<file path="src/rtl/i2cseq_pkg.sv">
// Shared types and codes for the I2C transfer event sequencer.
package i2cseq_pkg;

  typedef logic [1:0] mode_t;
  localparam mode_t MODE_EVENT = 2'd0;
  localparam mode_t MODE_START = 2'd1;
  localparam mode_t MODE_LOAD  = 2'd2;
  localparam mode_t MODE_READ  = 2'd3;

  // Bit positions in the controller event flags.
  localparam int EV_SB    = 0;
  localparam int EV_ADDR  = 1;
  localparam int EV_TXE   = 2;
  localparam int EV_RXNE  = 3;
  localparam int EV_STOPF = 4;
  localparam int EV_TRA   = 5;
  localparam int EV_MSL   = 6;

  typedef logic [1:0] ack_t;
  localparam ack_t ACK_KEEP    = 2'd0;
  localparam ack_t ACK_ENABLE  = 2'd1;
  localparam ack_t ACK_DISABLE = 2'd2;

  typedef logic [2:0] note_t;
  localparam note_t NOTE_NONE = 3'd0;
  localparam note_t NOTE_MTX  = 3'd1;
  localparam note_t NOTE_MRX  = 3'd2;
  localparam note_t NOTE_SRX  = 3'd3;
  localparam note_t NOTE_STX  = 3'd4;

  typedef logic cfg_index_t;
  localparam cfg_index_t CFG_OWN_ADDRESS = 1'b0;
  localparam cfg_index_t CFG_SLAVE_LENGTH = 1'b1;

  localparam int CFG_DATA_W = 7;

  typedef struct packed {
    mode_t       mode;
    logic [6:0]  event_flags;
    logic [3:0]  error_flags;
    logic [7:0]  data_byte;
    logic        read_not_write;
    logic [6:0]  target_address;
    logic [5:0]  byte_count;
    logic        store_select;
    logic [4:0]  entry_index;
  } in_item_t;

  typedef struct packed {
    logic        write_data_reg;
    logic [7:0]  data_reg_value;
    logic        stop_request;
    logic        start_request;
    ack_t        ack_action;
    logic        clear_control;
    logic [3:0]  error_report;
    note_t       notify;
    logic [7:0]  read_value;
    logic        master_active;
  } out_item_t;

  // Where the registered store read data lands in the result.
  typedef struct packed {
    logic to_dreg;
    logic to_rval;
    logic sel;
  } ram_use_t;

endpackage

</file>
<file path="src/rtl/i2cseq_if.sv">
// Valid/ready channel interfaces for sequencer input items and result items.
interface i2cseq_in_if;
  import i2cseq_pkg::*;
  logic     valid;
  logic     ready;
  in_item_t payload;
  modport source (output valid, output payload, input ready);
  modport sink (input valid, input payload, output ready);
endinterface

interface i2cseq_out_if;
  import i2cseq_pkg::*;
  logic      valid;
  logic      ready;
  out_item_t payload;
  modport source (output valid, output payload, input ready);
  modport sink (input valid, input payload, output ready);
endinterface

</file>
<file path="src/rtl/i2cseq_ram.sv">
// Generic single-port RAM with write enable, read enable and registered read data.
module i2cseq_ram #(
  parameter int WIDTH  = 8,
  parameter int DEPTH  = 32,
  parameter int ADDR_W = (DEPTH > 1) ? $clog2(DEPTH) : 1
) (
  input  logic              clk_i,
  input  logic              we_i,
  input  logic              re_i,
  input  logic [ADDR_W-1:0] addr_i,
  input  logic [WIDTH-1:0]  wdata_i,
  output logic [WIDTH-1:0]  rdata_o
);

  logic [WIDTH-1:0] mem_q [DEPTH];
  logic [WIDTH-1:0] rdata_q;

  always_ff @(posedge clk_i) begin
    if (we_i) begin
      mem_q[addr_i] <= wdata_i;
    end
    if (re_i) begin
      rdata_q <= mem_q[addr_i];
    end
  end

  assign rdata_o = rdata_q;

endmodule

</file>
<file path="src/rtl/i2c_transfer_event_sequencer.sv">
// An accepted transfer's result passes through stage 1, then the output register.
// One item per cycle unless the output stalls; the registered RAM read sets two stages.
// A result waiting at the output does not block input while the middle stage is free.
// Reset (rst_ni low, asynchronous) clears mode, target, lengths, position and valids.
// Byte stores lack reset; the user must have an entry loaded before it reads back.
module i2c_transfer_event_sequencer #(
  parameter int STORE_DEPTH = 32
) (
  input  logic                                clk_i,
  input  logic                                rst_ni,
  input  logic                                cfg_we_i,
  input  i2cseq_pkg::cfg_index_t              cfg_index_i,
  input  logic [i2cseq_pkg::CFG_DATA_W-1:0]   cfg_wdata_i,
  i2cseq_in_if.sink                           in_i,
  i2cseq_out_if.source                        out_o
);
  import i2cseq_pkg::*;

  // Index width of one store; the position and entry index are compared against
  // the depth at eight bits, so out-of-range accesses never reach the RAMs.
  localparam int IDX_W = (STORE_DEPTH > 1) ? $clog2(STORE_DEPTH) : 1;
  localparam logic [7:0] DEPTH8 = 8'(STORE_DEPTH);

  // Sequencer state. The position wraps at 256 like the byte counter it models.
  logic       master_q, master_d;
  logic       dir_q, dir_d;
  logic [6:0] target_q, target_d;
  logic [5:0] mlen_q, mlen_d;
  logic [7:0] pos_q, pos_d;
  logic [5:0] slen_q;

  // Pipeline: stage 1 waits for the RAM read data, stage 2 is the output register.
  logic      s1_v_q, s2_v_q;
  out_item_t s1_res_q, s2_res_q;
  ram_use_t  s1_use_q;
  logic      s1_adv, in_fire;

  out_item_t res;
  ram_use_t  use_r;
  out_item_t merged;

  logic             m_we, m_re, s_we, s_re;
  logic [IDX_W-1:0] m_addr, s_addr;
  logic [7:0]       m_rdata, s_rdata, rd_byte;

  in_item_t   p;
  logic [7:0] idx8;
  logic [8:0] pos_plus;
  logic [7:0] pos_inc;
  logic       idx_hit, pos_hit;
  logic       sb, addr_ev, txe, rxne, stopf, tra, msl;

  assign p        = in_i.payload;
  assign idx8     = {3'b000, p.entry_index};
  assign pos_plus = {1'b0, pos_q} + 9'd1;
  assign pos_inc  = pos_plus[7:0];
  assign idx_hit  = idx8 < DEPTH8;
  assign pos_hit  = pos_q < DEPTH8;

  assign sb      = p.event_flags[EV_SB];
  assign addr_ev = p.event_flags[EV_ADDR];
  assign txe     = p.event_flags[EV_TXE];
  assign rxne    = p.event_flags[EV_RXNE];
  assign stopf   = p.event_flags[EV_STOPF];
  assign tra     = p.event_flags[EV_TRA];
  assign msl     = p.event_flags[EV_MSL];

  // Handshake: stage 1 advances when the output register is free or being drained.
  assign s1_adv     = !s2_v_q || out_o.ready;
  assign in_i.ready = !s1_v_q || s1_adv;
  assign in_fire    = in_i.valid && in_i.ready;

  // Item decode. All control results and state updates are settled here; only
  // the store byte itself comes from the RAM's registered read data.
  always_comb begin
    res      = '0;
    use_r    = '0;
    m_we     = 1'b0;
    m_re     = 1'b0;
    s_we     = 1'b0;
    s_re     = 1'b0;
    m_addr   = pos_q[IDX_W-1:0];
    s_addr   = pos_q[IDX_W-1:0];
    master_d = master_q;
    dir_d    = dir_q;
    target_d = target_q;
    mlen_d   = mlen_q;
    pos_d    = pos_q;

    unique case (p.mode)
      MODE_START: begin
        dir_d             = p.read_not_write;
        target_d          = p.target_address;
        pos_d             = 8'd0;
        mlen_d            = p.byte_count;
        master_d          = 1'b1;
        res.ack_action    = ACK_ENABLE;
        res.start_request = 1'b1;
      end
      MODE_LOAD: begin
        m_addr = idx8[IDX_W-1:0];
        s_addr = idx8[IDX_W-1:0];
        if (idx_hit) begin
          s_we = p.store_select;
          m_we = !p.store_select;
        end
      end
      MODE_READ: begin
        m_addr = idx8[IDX_W-1:0];
        s_addr = idx8[IDX_W-1:0];
        if (idx_hit) begin
          s_re          = p.store_select;
          m_re          = !p.store_select;
          use_r.to_rval = 1'b1;
          use_r.sel     = p.store_select;
        end
      end
      MODE_EVENT: begin
        if (master_q) begin
          if (sb) begin
            res.write_data_reg = 1'b1;
            res.data_reg_value = {target_q, dir_q};
          end else if (addr_ev) begin
            pos_d = 8'd0;
          end else if (tra) begin
            if (txe) begin
              res.write_data_reg = 1'b1;
              m_re               = pos_hit;
              use_r.to_dreg      = pos_hit;
              pos_d              = pos_inc;
              if (pos_inc == {2'b00, mlen_q}) begin
                res.stop_request = 1'b1;
                res.notify       = NOTE_MTX;
              end
            end
          end else if (rxne) begin
            m_we = pos_hit && (pos_q < {2'b00, mlen_q});
            // The last expected byte is the one whose successor equals the length.
            if (pos_plus == {3'b000, mlen_q}) begin
              res.ack_action   = ACK_DISABLE;
              res.stop_request = 1'b1;
              res.notify       = NOTE_MRX;
            end else if (pos_q >= {2'b00, mlen_q}) begin
              master_d       = 1'b0;
              res.ack_action = ACK_ENABLE;
            end
            pos_d = pos_inc;
          end
        end else begin
          if (addr_ev) begin
            res.ack_action = ACK_ENABLE;
            pos_d          = 8'd0;
          end else if (rxne) begin
            res.ack_action = ACK_ENABLE;
            if (pos_q < {2'b00, slen_q}) begin
              s_we  = pos_hit;
              pos_d = pos_inc;
              if (pos_inc == {2'b00, slen_q}) begin
                res.notify = NOTE_SRX;
              end
            end
          end else if (txe) begin
            res.write_data_reg = 1'b1;
            // Past the slave length the data register gets zero.
            if (pos_q < {2'b00, slen_q}) begin
              s_re          = pos_hit;
              use_r.to_dreg = pos_hit;
              use_r.sel     = 1'b1;
              pos_d         = pos_inc;
              if (pos_inc == {2'b00, slen_q}) begin
                res.notify = NOTE_STX;
              end
            end
          end
        end

        if (p.error_flags != 4'd0) begin
          res.error_report = p.error_flags;
          if (msl) begin
            res.stop_request = 1'b1;
          end
        end
        res.clear_control = stopf;
      end
      default: begin
      end
    endcase

    res.master_active = master_d;
  end

  // Both stores use one RAM each; an item touches at most one entry, and a read
  // in the cycle after a write to the same entry sees the new byte.
  i2cseq_ram #(
    .WIDTH (8),
    .DEPTH (STORE_DEPTH),
    .ADDR_W(IDX_W)
  ) u_master_store (
    .clk_i  (clk_i),
    .we_i   (m_we && in_fire),
    .re_i   (m_re && in_fire),
    .addr_i (m_addr),
    .wdata_i(p.data_byte),
    .rdata_o(m_rdata)
  );

  i2cseq_ram #(
    .WIDTH (8),
    .DEPTH (STORE_DEPTH),
    .ADDR_W(IDX_W)
  ) u_slave_store (
    .clk_i  (clk_i),
    .we_i   (s_we && in_fire),
    .re_i   (s_re && in_fire),
    .addr_i (s_addr),
    .wdata_i(p.data_byte),
    .rdata_o(s_rdata)
  );

  // A configuration write always drops back to slave mode. The own address is
  // not needed by any result, so only the slave length is kept.
  always_ff @(posedge clk_i or negedge rst_ni) begin
    if (!rst_ni) begin
      master_q <= 1'b0;
      dir_q    <= 1'b0;
      target_q <= '0;
      mlen_q   <= '0;
      pos_q    <= '0;
      slen_q   <= '0;
    end else if (cfg_we_i) begin
      master_q <= 1'b0;
      if (cfg_index_i == CFG_SLAVE_LENGTH) begin
        slen_q <= cfg_wdata_i[5:0];
      end
    end else if (in_fire) begin
      master_q <= master_d;
      dir_q    <= dir_d;
      target_q <= target_d;
      mlen_q   <= mlen_d;
      pos_q    <= pos_d;
    end
  end

  // Stage 1 holds its RAM read data steady while stalled, since no new read is
  // issued until it moves on.
  always_comb begin
    rd_byte = s1_use_q.sel ? s_rdata : m_rdata;
    merged  = s1_res_q;
    if (s1_use_q.to_dreg) begin
      merged.data_reg_value = rd_byte;
    end
    if (s1_use_q.to_rval) begin
      merged.read_value = rd_byte;
    end
  end

  always_ff @(posedge clk_i or negedge rst_ni) begin
    if (!rst_ni) begin
      s1_v_q <= 1'b0;
      s2_v_q <= 1'b0;
    end else begin
      if (in_fire) begin
        s1_v_q <= 1'b1;
      end else if (s1_adv) begin
        s1_v_q <= 1'b0;
      end
      if (s1_adv) begin
        s2_v_q <= s1_v_q;
      end
    end
  end

  always_ff @(posedge clk_i) begin
    if (in_fire) begin
      s1_res_q <= res;
      s1_use_q <= use_r;
    end
    if (s1_adv && s1_v_q) begin
      s2_res_q <= merged;
    end
  end

  assign out_o.valid   = s2_v_q;
  assign out_o.payload = s2_res_q;

`ifndef SYNTHESIS
  // A stalled middle stage must not see its RAM data overwritten by a new read.
  assert property (@(posedge clk_i) disable iff (!rst_ni)
    (s1_v_q && !s1_adv) |-> !(in_fire && (m_re || s_re)))
    else $error("store read issued while stage 1 is stalled");

  // A start request enters master mode and is carried into stage 1.
  assert property (@(posedge clk_i) disable iff (!rst_ni)
    (in_fire && p.mode == MODE_START) |=>
      (s1_v_q && s1_res_q.start_request && s1_res_q.master_active && master_q))
    else $error("start request not reflected in stage 1");

  // Master completion notices only arise in master mode, slave ones only in slave mode.
  assert property (@(posedge clk_i) disable iff (!rst_ni)
    (s1_v_q && (s1_res_q.notify == NOTE_MTX || s1_res_q.notify == NOTE_MRX))
      |-> s1_res_q.master_active)
    else $error("master notice without master mode");

  assert property (@(posedge clk_i) disable iff (!rst_ni)
    (s1_v_q && (s1_res_q.notify == NOTE_SRX || s1_res_q.notify == NOTE_STX))
      |-> !s1_res_q.master_active)
    else $error("slave notice in master mode");

  // A store byte lands in at most one result field.
  assert property (@(posedge clk_i) disable iff (!rst_ni)
    s1_v_q |-> !(s1_use_q.to_dreg && s1_use_q.to_rval))
    else $error("store read routed to two result fields");
`endif

endmodule

</file>
<file path="src/flat_wrapper.sv">
// flat-port wrapper written by rule: the top's interface ports become plain ports
module i2c_transfer_event_sequencer_flat import i2cseq_pkg::*;
#(
  parameter int STORE_DEPTH = 32
)
  (clk_i, rst_ni, cfg_we_i, cfg_index_i, cfg_wdata_i, in_i_valid, in_i_payload, in_i_ready, out_o_valid, out_o_payload, out_o_ready);
  i2cseq_in_if in_i_i ();
  i2cseq_out_if out_o_i ();
  input  logic clk_i;
  input  logic rst_ni;
  input  logic cfg_we_i;
  input  i2cseq_pkg::cfg_index_t cfg_index_i;
  input  logic [i2cseq_pkg::CFG_DATA_W-1:0] cfg_wdata_i;
  input wire logic [$bits(in_i_i.valid)-1:0] in_i_valid;
  input wire logic [$bits(in_i_i.payload)-1:0] in_i_payload;
  output wire logic [$bits(in_i_i.ready)-1:0] in_i_ready;
  output wire logic [$bits(out_o_i.valid)-1:0] out_o_valid;
  output wire logic [$bits(out_o_i.payload)-1:0] out_o_payload;
  input wire logic [$bits(out_o_i.ready)-1:0] out_o_ready;
  assign in_i_i.valid = in_i_valid;
  assign in_i_i.payload = in_i_payload;
  assign in_i_ready = in_i_i.ready;
  assign out_o_valid = out_o_i.valid;
  assign out_o_payload = out_o_i.payload;
  assign out_o_i.ready = out_o_ready;
  i2c_transfer_event_sequencer #(.STORE_DEPTH(STORE_DEPTH)) u_core (.clk_i(clk_i), .rst_ni(rst_ni), .cfg_we_i(cfg_we_i), .cfg_index_i(cfg_index_i), .cfg_wdata_i(cfg_wdata_i), .in_i(in_i_i), .out_o(out_o_i));
endmodule
</file>
<file path="config.mk">
export PLATFORM = sky130hd
export DESIGN_NAME = i2c_transfer_event_sequencer_flat
export DESIGN_NICKNAME = d
export VERILOG_FILES = /design/src/rtl/i2cseq_pkg.sv /design/src/rtl/i2cseq_if.sv /design/src/rtl/i2cseq_ram.sv /design/src/rtl/i2c_transfer_event_sequencer.sv /design/src/flat_wrapper.sv
export SDC_FILE = /design/constraint.sdc
export NUM_CORES = 1
export LEC_CHECK = 0
export ABC_AREA = 0
export BUFFER_PORTS_ARGS = -buffer_cell sky130_fd_sc_hd__buf_2
export CELL_PAD_IN_SITES_DETAIL_PLACEMENT = 1
export CELL_PAD_IN_SITES_GLOBAL_PLACEMENT = 2
export CORE_ASPECT_RATIO = 0.9
export CORE_MARGIN = 5
export CORE_UTILIZATION = 52
export CTS_CLUSTER_DIAMETER = 30
export DETAILED_ROUTE_END_ITERATION = 16
export PLACE_DENSITY_LB_ADDON = 0.1
export SETUP_SLACK_MARGIN = 0.1
export SLEW_MARGIN = 20
export SYNTH_ARGS = -nofsm -noshare
export SYNTH_HDL_FRONTEND = slang
export SYNTH_SLANG_ARGS = --single-unit
export TNS_END_PERCENT = 10
</file>
<file path="constraint.sdc">
create_clock -name clk_i -period 8.2 [get_ports clk_i]
set_clock_uncertainty 0.2 [all_clocks]
set_input_delay 1.23 -clock clk_i [delete_from_list [all_inputs] [get_ports clk_i]]
set_output_delay 1.23 -clock clk_i [all_outputs]
set_load 0.02 [all_outputs]
</file>
# [Word level (Yosys, flattened, before mapping)]
# Memory sizes are Yosys's and may differ from the RTL's. A register that Yosys moved wholly into a read port is not among the register bits.
# Cells that the tools add are included.
[classes] n_mux=105 bitwise=1 order_cmp=5 eq_ne=10 add_sub_neg=1 n_reduce_logical=23
[ops] op="two-way mux 8 bit" count=12
[ops] op="two-way mux 1 bit" count=62
[ops] op="two-way mux 3 bit" count=12
[ops] op="two-way mux 2 bit" count=10
[ops] op="equality test 8 x 6 -> 1 bit" count=2
[ops] op="< comparator 8 x 6 -> 1 bit" count=2
[ops] op="one-hot mux 8 bit (2 select lines)" count=1
[ops] op="one-hot mux 1 bit (2 select lines)" count=6
[ops] op="!= test 5 bit (second input constant)" count=2
[ops] op="adder 8 x 1 -> 9 bit (second input constant)" count=1
[ops] op="equality test 9 x 6 -> 1 bit" count=1
[ops] op="greater-or-equal comparator 8 x 6 -> 1 bit" count=1
[ops] op="< comparator 8 x 6 -> 1 bit (second input constant)" count=1
[ops] op="logical AND 1 bit" count=7
[ops] op="AND reduction 7 bit" count=1
[ops] op="< comparator 5 x 6 -> 1 bit (second input constant)" count=1
[ops] op="AND reduction 3 bit" count=2
[ops] op="nonzero test 2 bit" count=3
[ops] op="two-way mux 5 bit" count=1
[ops] op="!= test 5 x 4 -> 1 bit (second input constant)" count=1
[ops] op="equality test 2 bit (second input constant)" count=2
[ops] op="one-hot mux 2 bit (2 select lines)" count=1
[ops] op="AND reduction 2 bit" count=2
[ops] op="nonzero test 4 bit" count=1
[ops] op="other kinds (7)" count=10
[word_totals] ram_bits=512 inputBits=54 output_inout_bits=32 elab_cells=177 regBits=86 n_memories=2
[memory_table] name="u_core.u_master_store.mem_q" depth=32 word_bits=8 read_ports=1 rd_ports_with_merged_regs=1 write_ports=1 line="i2cseq_ram.sv:15" text="logic [WIDTH-1:0] mem_q [DEPTH];"
[memory_table] name="u_core.u_slave_store.mem_q" depth=32 word_bits=8 read_ports=1 rd_ports_with_merged_regs=1 write_ports=1 line="i2cseq_ram.sv:15"

# [Logic depth before layout (Yosys ltp)]
# Gate-level depths: netlist (run 1).
[logic_depth] depth_word=11 ltp_mapped=11 depth_no_buf=8

# [Cells and area by module]
# Synthesis (run 1) repeated with hierarchy kept, for this count alone.
[hier_totals] hier_cells=1521 area_unflattened_um2=24927.7
[by_module_without_submodules] mod="i2cseq_ram" cells_each=576 seq_area_each_um2=7927.6 n_inst=2 area_per_inst_um2=10281.1
[by_module_without_submodules] mod="i2c_transfer_event_sequencer" cells_each=369 seq_area_each_um2=2427.3 n_inst=1 area_per_inst_um2=4365.4

# [Least setup slack after synthesis (run 1)]
# OpenSTA, ideal clock, no wires.
[synth_path] path_kind="in2reg" from="input in_i_payload[39]" to="memory u_core.u_slave_store.mem_q[10][0], enable pin" slack_ns=4.322 required_ns=7.629 setup_ns=0.371 path_buffers=3 cell_stages=10 arrival_time_ns=3.307 path_cell_list="inv_1 -> ha_1 -> or2_1 -> buf_4 -> o21ai_2 -> buf_2 -> buf_2 -> and2_1 -> nand3_1 -> nor2_1"
[synth_between] elab_chain_len=5 elab_cells_between_ends=9 classes_between="eq/ne (2); mux (4); reduce/logical (3)"
[synth_lines] item="from (decl)" line="flat_wrapper.sv:15" text="input wire logic [$bits(in_i_i.payload)-1:0] in_i_payload;"
[synth_lines] item="equality test 2 bit / logical NOT 2 bit (equally long branches)" line="i2c_transfer_event_sequencer.sv:90" text="unique case (p.mode)"
[synth_lines] item="one-hot mux 1 bit (2 select lines)" line="i2c_transfer_event_sequencer.sv:90"
[synth_lines] item="logical AND 1 bit" line="i2c_transfer_event_sequencer.sv:213" text=".we_i (s_we && in_fire),"
[synth_lines] item="two-way mux 1 bit" line="i2cseq_ram.sv:19" text="if (we_i) begin"
[synth_lines] item="two-way mux 1 bit (implied by the code)" line="i2cseq_ram.sv:20" text="mem_q[addr_i] <= wdata_i;"
[synth_lines] item="to (decl)" line="i2cseq_ram.sv:15"
# Parallel ways exist; a longest one is shown, timed or not.

# [Worst setup path after layout (run 1)]
[layout_path] from="input in_i_payload[39]" to="memory u_core.u_slave_store.mem_q[9][7], enable pin"
# The elaborated chain is that of the path after synthesis.

==> results_dict.tcl, run 1 <==
set metrics [dict create \
    status "complete, no violations" \
    hold_viol_final 0 \
    fin_nets 1500 \
    syn2layout_area_growth_pct 20.4 \
    cp-end-kind "register" \
    vias_per_cell 6.01 \
    powerDensity_nw_per_um2 302 \
    postRouteAntennaNets 0 \
    hold_buffers 0 \
    cp.arrival_ps 4860 \
    std_cell_rows 75 \
    chipWidth_um 238 \
    numCtsBuffers 116 \
    syn_nets 1334 \
    syn_area_per_cell_um2 19.3 \
    peakVddDrop_uv 211 \
    hpwl_mm 36.7 \
    drv_slew 0 \
    post-cts-setup-buffer-count 0 \
    grt_max_degree 65 \
    final_common_cell "edfxtp_1" \
    mostFrequentLayoutCells "583 x edfxtp_1, 128 x mux4_2, 118 x clkbuf_16, 106 x nor2_1, 82 x buf_2" \
    die_height_um 216 \
    synth_top_family_by_area "multiplexers" \
    vias 12900 \
    grt_pass1_vias 13800 \
    pin_count 86 \
    hp-class "register to register" \
    diodes 0 \
    clkTransAtPathRegs_ps 50 \
    yosys.area_share.xor_xnor_pct 0.400 \
    htreeDepth 3 \
    die_area_um2 51400 \
    globalRouteOverflowTotal 0 \
    yosysWarnings 0 \
    post-route-min-period_ps 4800 \
    nFillCells 3920 \
    power_leakage_nw 9.82 \
    track_usage_pct 24.3 \
    synth_seq_cells 614 \
    gp_congestion 0.803 \
    cts_sinks 614 \
    max_freq_ghz 0.208 \
    fin_setup_tns_ps 0 \
    synthCells 1263 \
    fin_area_um2 29400 \
    relSlewSlack_pct 28.3 \
    wl_mm 61.5 \
    synth_cell_types 62 \
    drt-pass1-iter-count 5 \
    fin_ws_ps 3400 \
    rsz0062_at_grt "false" \
    drv_cap 0 \
    cts_tree "yes" \
    crit_type "primary input to register" \
    tightestPinTransition_ps 1070 \
    required_ps 8260 \
    synth_edf_count 583 \
    synth-main-ff-cell "edfxtp_1" \
    portBuffers 84 \
    start_kind "primary input" \
    first_iter_violations 1213 \
    period_share_pct 58.6 \
    synth-compound-area-share_pct 4.19 \
    cts.repair.resized 0 \
    drc_errors 0 \
    antenna_found_initial 0 \
    seq_area_frac_synth_pct 74.9 \
    setup_violations 0 \
    layout-drive-gt1-share_pct 29.8 \
    dpl_worst_slack_ps 2670 \
    core_um2 46500 \
    rrSetupSlack_ps 3650 \
    synthAdderAreaFrac_pct 0.871 \
    syn-cell-area_um2 24400 \
    cts_buffer_depth 3 \
    placed_area_um2 25500 \
    synthArstFlopShare_pct 5.05 \
    cp_max_fo 45 \
    clk_latency_ps 650 \
    initial_core_util_pct 52.5 \
    muxShareOfSynthArea_pct 13.3 \
    post_drt_wl_per_cell_um 28.7 \
    synthSimpleGateAreaFrac_pct 4.87 \
    ctsRootBufferMaster "clkbuf_16" \
    grt_first_pass_wirelength_mm 92.3 \
]
==> cell type report <==
cell class,instances,area (um^2),area share [%]
Multi-Input combinational cell,575,5800,19.7
Clock inverter,86,882,3.00
Inverter,19,71.3,0.243
Timing Repair Buffer,103,581,1.98
Tap cell,616,771,2.62
Clock buffer,131,3000,10.2
Sequential cell,614,18300,62.2
==> critical path: stages <==
cell	delay [ps]
buf_2	110
inv_1	60
ha_1	300
or2_1	450
o21ai_4	240
buf_4	700
nand3_1	790
nor2_1	940
==> Yosys cell counts (17+ instances only) <==
cell type,instances,area share (%)
dfrtp_1,31,3.2
nand2_1,28,0.43
clkbuf_1,22,0.34
mux2_2,23,1.1
a21oi_1,18,0.37
edfxtp_1,583,72
nand3_1,34,0.70
inv_1,19,0.29
ha_1,17,0.87
nor2_1,109,1.7
a22oi_1,32,0.98
a22o_1,32,1.1
mux4_2,128,12
==> metrics by stage <==
step / utilization (%) / total power, mW / hold slack [ps] / instances
floorplan: - / 4.02 / 200 / 1263
global placement: 54.8 / 4.24 / 201 / 1927
detailed placement: 54.8 / 4.26 / 206 / 1927
CTS: 63.1 / 8.93 / 217 / 2144
global route: 63.1 / 9.18 / 234 / 2144
finish: 63.1 / 8.86 / 218 / 2144
==> cell families (layout without fill, tap and decap cells) <==
kind of cell / Yosys count / in the layout
flip-flops: 614 / 614
AND/OR/NAND/NOR: 250 / 250
multiplexers: 162 / 162
AO/OA/AOI/OAI: 138 / 138
buffers and inverters: 74 / 339
adder cells (fa/ha/maj): 17 / 17
XOR/XNOR: 8 / 8
==> per-layer routing <==
metal  GRT usage (%)  share of wire (%)  vias to the layer above
met1            35.0                 43                     6820
met2            38.4                 49                      417
met4            6.89                2.5                        0
met3            5.13                5.3                       96
met5               0                  0                        -
li1                -                  -                     5545
==> power by group <==
part / internal (mW) / switching (mW)
logic: 0.266 / 0.386
registers: 3.50 / 0.0489
clock network: 3.06 / 1.60
==> path summary, 6_finish.rpt <==
kind                                                          to  cells past startpoint               from
worst min register to register          u_core.out_o.payload[11]                      0  u_core.merged[11]
worst min-delay path                    u_core.out_o.payload[11]                      0  u_core.merged[11]
min in group asynchronous                       u_core.mlen_q[4]                      1             rst_ni
worst max register to register  u_core.u_slave_store.mem_q[9][7]                      6    u_core.pos_q[3]
max in group asynchronous                     u_core.target_q[1]                      1             rst_ni
worst max-delay path            u_core.u_slave_store.mem_q[9][7]                      8   in_i_payload[39]
==> state kept, by name, indices dropped and copies added, names as in the netlist <==
signal                         count
u_core.s1_res_q                    8
u_core.s1_use_q                    3
u_core.slen_q                      6
u_core.u_master_store.mem_q      256
u_core.out_o.payload              30
u_core.merged                     14
u_core.s1_v_q                      1
u_core.dir_q                       1
u_core.master_q                    1
u_core.mlen_q                      6
u_core.u_master_store.rdata_o      8
u_core.u_slave_store.mem_q       256
u_core.target_q                    7
u_core.pos_q                       8
u_core.u_slave_store.rdata_o       8
u_core.out_o.valid                 1
No activity file was read; power rests on OpenSTA's default activity.
==> run 2: changes to the inputs <==
--- a/config.mk
+++ b/config.mk
@@ -11,7 +11,7 @@
 export CELL_PAD_IN_SITES_GLOBAL_PLACEMENT = 2
 export CORE_ASPECT_RATIO = 0.9
 export CORE_MARGIN = 5
-export CORE_UTILIZATION = 52
+export CORE_UTILIZATION = 43
 export CTS_CLUSTER_DIAMETER = 30
 export DETAILED_ROUTE_END_ITERATION = 16
 export PLACE_DENSITY_LB_ADDON = 0.1
==> constraint.sdc (replaced) <==
create_clock -name clk_i -period 4.2 [get_ports clk_i]
set_clock_uncertainty 0.2 [all_clocks]
set_input_delay 0.63 -clock clk_i [delete_from_list [all_inputs] [get_ports clk_i]]
set_output_delay 0.63 -clock clk_i [all_outputs]
set_load 0.02 [all_outputs]
==> run 2 against run 1 <==
Compared with the run above: power is 100% higher; sequential share of layout area is 3.0 points lower; worst hold slack worse by 160 ps; final cell count is 13% higher; register-to-register slack worse by 2900 ps; non-clock buffer count is 122 higher; largest cell class unchanged.
==> results_dict.tcl, run 2 (synthesis results as in run 1) <==
set metrics [dict create \
    status "complete, no violations" \
    clkTransAtPathRegs_ps 50 \
    tightestPinTransition_ps 1070 \
    cts_sinks 614 \
    drv_cap 0 \
    fin_nets 1623 \
    critPathCapture "u_core.u_slave_store.mem_q[20][5]" \
    worstPathBufferInverterCount 3 \
    postRouteAntennaNets 0 \
    nFillCells 4981 \
    critPathTopFamily "compound AO/OA/AOI/OAI gates" \
    drt-pass1-iter-count 5 \
    grt_max_degree 60 \
    path_cells "inv_1, ha_1, a211oi_1, a21oi_1, o41ai_2, nand3_1, buf_4, nor2_1, buf_4" \
    drc_errors 0 \
    placed_area_um2 26500 \
    period_share_pct 81.8 \
    post_drt_wl_per_cell_um 26.0 \
    layout-drive-gt1-share_pct 33.6 \
    mostFrequentLayoutCells "583 x edfxtp_1, 128 x mux4_2, 120 x clkbuf_16, 110 x buf_4, 109 x nor2_1" \
    globalRouteOverflowTotal 0 \
    core_um2 55900 \
    die_area_um2 61700 \
    rrSetupSlack_ps 770 \
    powerDensity_nw_per_um2 579 \
    drv_slew 0 \
    hold_depth 2 \
    htreeDepth 3 \
    die_height_um 236 \
    cts_tree "yes" \
    syn2layout_area_growth_pct 26.5 \
    cp_max_fo 8 \
    r2r-start "u_core.slen_q[3]" \
    cp-end-kind "register" \
    crit_top_cell "buf_4" \
    post-route-min-period_ps 3430 \
    crit_type "register to register" \
    cp_num_cells 9 \
    track_usage_pct 20.6 \
    initial_core_util_pct 43.7 \
    worstRegToRegCells 9 \
    gp_congestion 0.793 \
    fin_area_um2 30900 \
    clk_latency_ps 670 \
    cpMaxStageDelayCell "o41ai_2" \
    cts.repair.resized 0 \
    peakVddDrop_uv 437 \
    max_stage_delay_ps 660 \
    pin_count 86 \
    setup_violations 0 \
    vias 13200 \
    start_kind "register" \
    hold_ws_ps 54.8 \
    fin_setup_tns_ps 0 \
    relSlewSlack_pct 28.1 \
    hold_viol_final 0 \
    cp.arrival_ps 3590 \
    hold_buffers 23 \
    chipWidth_um 261 \
    required_ps 4350 \
    std_cell_rows 82 \
    power_leakage_nw 10.6 \
    portBuffers 84 \
    antenna_found_initial 1 \
    grt_first_pass_wirelength_mm 93.6 \
    first_iter_violations 1122 \
    grt_pass1_vias 14500 \
    ctsRootBufferMaster "clkbuf_16" \
    r2r-end "u_core.u_slave_store.mem_q[20][5]" \
    final_common_cell "edfxtp_1" \
    crit_start "u_core.slen_q[3]" \
    rsz0062_at_grt "false" \
    cts_buffer_depth 3 \
    hpwl_mm 39.7 \
    vias_per_cell 5.47 \
    hp-class "primary input to register" \
    wl_mm 62.8 \
    max_freq_ghz 0.291 \
    numCtsBuffers 117 \
    post-cts-setup-buffer-count 0 \
]
## run 2: cell types whose count changed in the layout (fill, tap and decap cells not counted), moves of 6 or more
cell	previous run	this run
buf_12	1	8
buf_4	20	110
bufinv_16	14	20
clkbuf_1	13	7
clkinv_1	14	20
clkinvlp_4	19	10
dlygate4sd3_1	0	23
## run 2: worst min-delay path by stage
| stage | end | startpoint | slack, ps |
|---|---|---|---|
| after CTS | u_core.merged[16] | in_i_payload[36] | 20 |
| after floorplan | u_core.dir_q | rst_ni | 130 |
| final | u_core.merged[16] | in_i_payload[36] | 50 |
| after detailed placement | u_core.out_o.payload[14] | u_core.merged[14] | 210 |
| after global placement | u_core.out_o.payload[15] | u_core.merged[15] | 200 |
| after global routing | u_core.merged[16] | in_i_payload[36] | 30 |
## run 2: area by class of cell
cell class,count,area (um^2),area share (%)
Timing Repair Buffer,225,1640,5.30
Inverter,19,71.3,0.231
Sequential cell,614,18300,59.2
Tap cell,756,946,3.06
Antenna cell,2,5.00,0.0162
Multi-Input combinational cell,575,5790,18.8
Clock buffer,129,3060,9.90
Clock inverter,92,1090,3.53
## run 2: per-stage QoR
step           cells  util [%]  power, mW  setup slack (ps)
6_report        2412      55.2       17.9               766
5_1_grt         2410      55.2       18.5               613
4_1_cts         2410      55.2       18.1               752
3_5_place_dp    2166      47.4       8.40               336
3_3_place_gp    2166      47.4       8.36               351
2_1_floorplan   1263         -       7.84               922
## run 2: layer usage
| metal | global-route usage [%] | share of wire [%] | up-vias |
|---|---|---|---|
| li1 | - | - | 5799 |
| met1 | 29.2 | 45 | 7019 |
| met2 | 33.0 | 49 | 304 |
| met3 | 4.50 | 5.0 | 73 |
| met4 | 4.90 | 1.6 | 0 |
| met5 | 0 | 0 | - |
## run 2: where the power goes
group	switching [mW]	total [mW]	internal, mW
Clock	3.14	9.61	6.47
Combinational	0.795	1.37	0.576
Sequential	0.0647	6.90	6.84
==> run 3: changes to the inputs <==
--- a/config.mk
+++ b/config.mk
@@ -11,7 +11,7 @@
 export CELL_PAD_IN_SITES_GLOBAL_PLACEMENT = 2
 export CORE_ASPECT_RATIO = 0.9
 export CORE_MARGIN = 5
-export CORE_UTILIZATION = 43
+export CORE_UTILIZATION = 48
 export CTS_CLUSTER_DIAMETER = 30
 export DETAILED_ROUTE_END_ITERATION = 16
 export PLACE_DENSITY_LB_ADDON = 0.1
==> constraint.sdc (replaced) <==
create_clock -name clk_i -period 3.5 [get_ports clk_i]
set_clock_uncertainty 0.2 [all_clocks]
set_input_delay 0.525 -clock clk_i [delete_from_list [all_inputs] [get_ports clk_i]]
set_output_delay 0.525 -clock clk_i [all_outputs]
set_load 0.02 [all_outputs]
==> run 3 against run 2 <==
Compared with the run above: core utilization increased by 6.5 points; first-iteration DRC count increased by 5.5%; sequential power increased by 20%; worst hold slack got worse by 12 ps; cell area increased by 0.62%; largest power group unchanged; critical path depth increased by 1; critical path type unchanged.
==> results_dict.tcl, run 3 (synthesis results as in run 1) <==
set metrics [dict create \
    powerDensity_nw_per_um2 677 \
    portBuffers 84 \
    die_height_um 224 \
    die_area_um2 55500 \
    tightestPinTransition_ps 1100 \
    utilization_pct 61.7 \
    crit_start "u_core.pos_q[1]" \
    mostFrequentLayoutCells "583 x edfxtp_1, 147 x buf_4, 128 x mux4_2, 116 x clkbuf_16, 108 x nor2_1" \
    use_met3_pct 5.32 \
    std_cell_rows 78 \
    worstRegToRegCells 10 \
    wl_mm 65.0 \
    diodes 0 \
    postRouteAntennaNets 0 \
    grt_first_pass_wirelength_mm 97.8 \
    numCtsBuffers 116 \
    drc_errors 0 \
    grt_use_met2_pct 38.7 \
    status "complete, no violations" \
    use_met1_pct 33.6 \
    pin_count 86 \
    period_share_pct 94.8 \
    chipWidth_um 248 \
    vias 13700 \
    fin_nets 1673 \
    r2r-start "u_core.pos_q[1]" \
    max_freq_ghz 0.301 \
    antenna_found_initial 0 \
    setup_violations 0 \
    drt-pass1-iter-count 5 \
    fin_ws_ps 182 \
    core_um2 50400 \
    rsz0062_at_grt "true" \
    peakVddDrop_uv 463 \
    fin_setup_tns_ps 0 \
    drv_slew 0 \
    hold_viol_final 0 \
    gp_congestion 0.833 \
    hold_depth 3 \
    syn2layout_area_growth_pct 27.2 \
    cp-end-kind "register" \
    relSlewSlack_pct 26.6 \
    drv_cap 0 \
    final_common_cell "edfxtp_1" \
    grt_max_degree 65 \
    post_drt_wl_per_cell_um 27.3 \
    cts_tree "yes" \
    cp_max_fo 8 \
    regArea_um2 18300 \
    clkTransAtPathRegs_ps 50 \
    initial_core_util_pct 48.5 \
    grt_pass1_vias 14900 \
    start_kind "register" \
    layout-drive-gt1-share_pct 34.9 \
    hp-start "in_i_payload[33]" \
    hp-class "primary input to register" \
    cts_sinks 614 \
    vias_per_cell 5.75 \
    top_usage_layer "met2" \
    cp.arrival_ps 3470 \
    cts_buffer_depth 3 \
    track_usage_pct 24.0 \
    dpl_worst_slack_ps -101 \
    nFillCells 4379 \
    htreeDepth 3 \
    hpwl_mm 41.6 \
    power_leakage_nw 10.8 \
    first_iter_violations 1184 \
    crit_type "register to register" \
    ctsRootBufferMaster "clkbuf_16" \
    clk_latency_ps 660 \
    post-route-min-period_ps 3320 \
    required_ps 3660 \
    multi_input_area_um2 5810 \
    globalRouteOverflowTotal 0 \
    power_mw 21.0 \
]
run 3: cell count changes in the layout (fill, tap and decap cells not counted), sizes merged:
cell	previous run	this run
clkinvlp	10	14
dlygate4sd3	23	30
diode	2	0
clkinv	54	43
buf	202	246
bufinv	20	13
clkbuf	129	142
run 3: cell type report:
cell class,instances,area share (%)
Multi-Input combinational cell,575,18.7
Inverter,19,0.230
Sequential cell,614,58.8
Timing Repair Buffer,276,6.84
Clock buffer,142,9.95
Clock inverter,78,2.72
Tap cell,680,2.74
run 3: metal layers:
layer	share of wire, %	up-vias
met5	0	-
met4	2.3	0
met3	6.0	111
met2	49	449
met1	42	7257
li1	-	5902
run 3: repair_timing:
action,4_1_cts,5_1_grt
hold buffers,30,0
endpoints found under the setup margin,0,117
gates resized for setup,0,1
setup buffers,0,0
hold endpoints to repair,59,0
run 3: path summary, 6_finish.rpt:
path                                                      end  slack [ps]
hold reg to reg                       u_core.out_o.payload[9]         220
setup reg to reg           u_core.u_master_store.mem_q[10][4]         180
hold / removal                              u_core.merged[17]          40
max in group asynchronous                     u_core.pos_q[4]        2190
setup / recovery           u_core.u_master_store.mem_q[10][4]         180
min in group asynchronous                     u_core.pos_q[2]         360
run 3: critical path, stage by stage (launching register included):
cell	delay, ps
dfrtp_1	430
ha_1	350
nor2b_1	140
o211ai_1	190
a21oi_1	200
o32ai_1	450
buf_4	200
nand3_1	250
buf_4	280
nor2_1	120
buf_4	200
run 3: through the flow:
step	instance area [um^2]	hold slack [ps]	std cells
6_report	31100	43.0	2384
5_1_grt	31100	42.3	2384
4_1_cts	31100	15.8	2384
3_5_place_dp	26800	207	2134
3_3_place_gp	26800	201	2134
2_1_floorplan	24400	29.4	1263
run 3: where the power goes:
part | internal [mW] | switching (mW)
clock | 7.23 | 3.76
combinational | 0.773 | 0.991
sequential | 8.21 | 0.0916
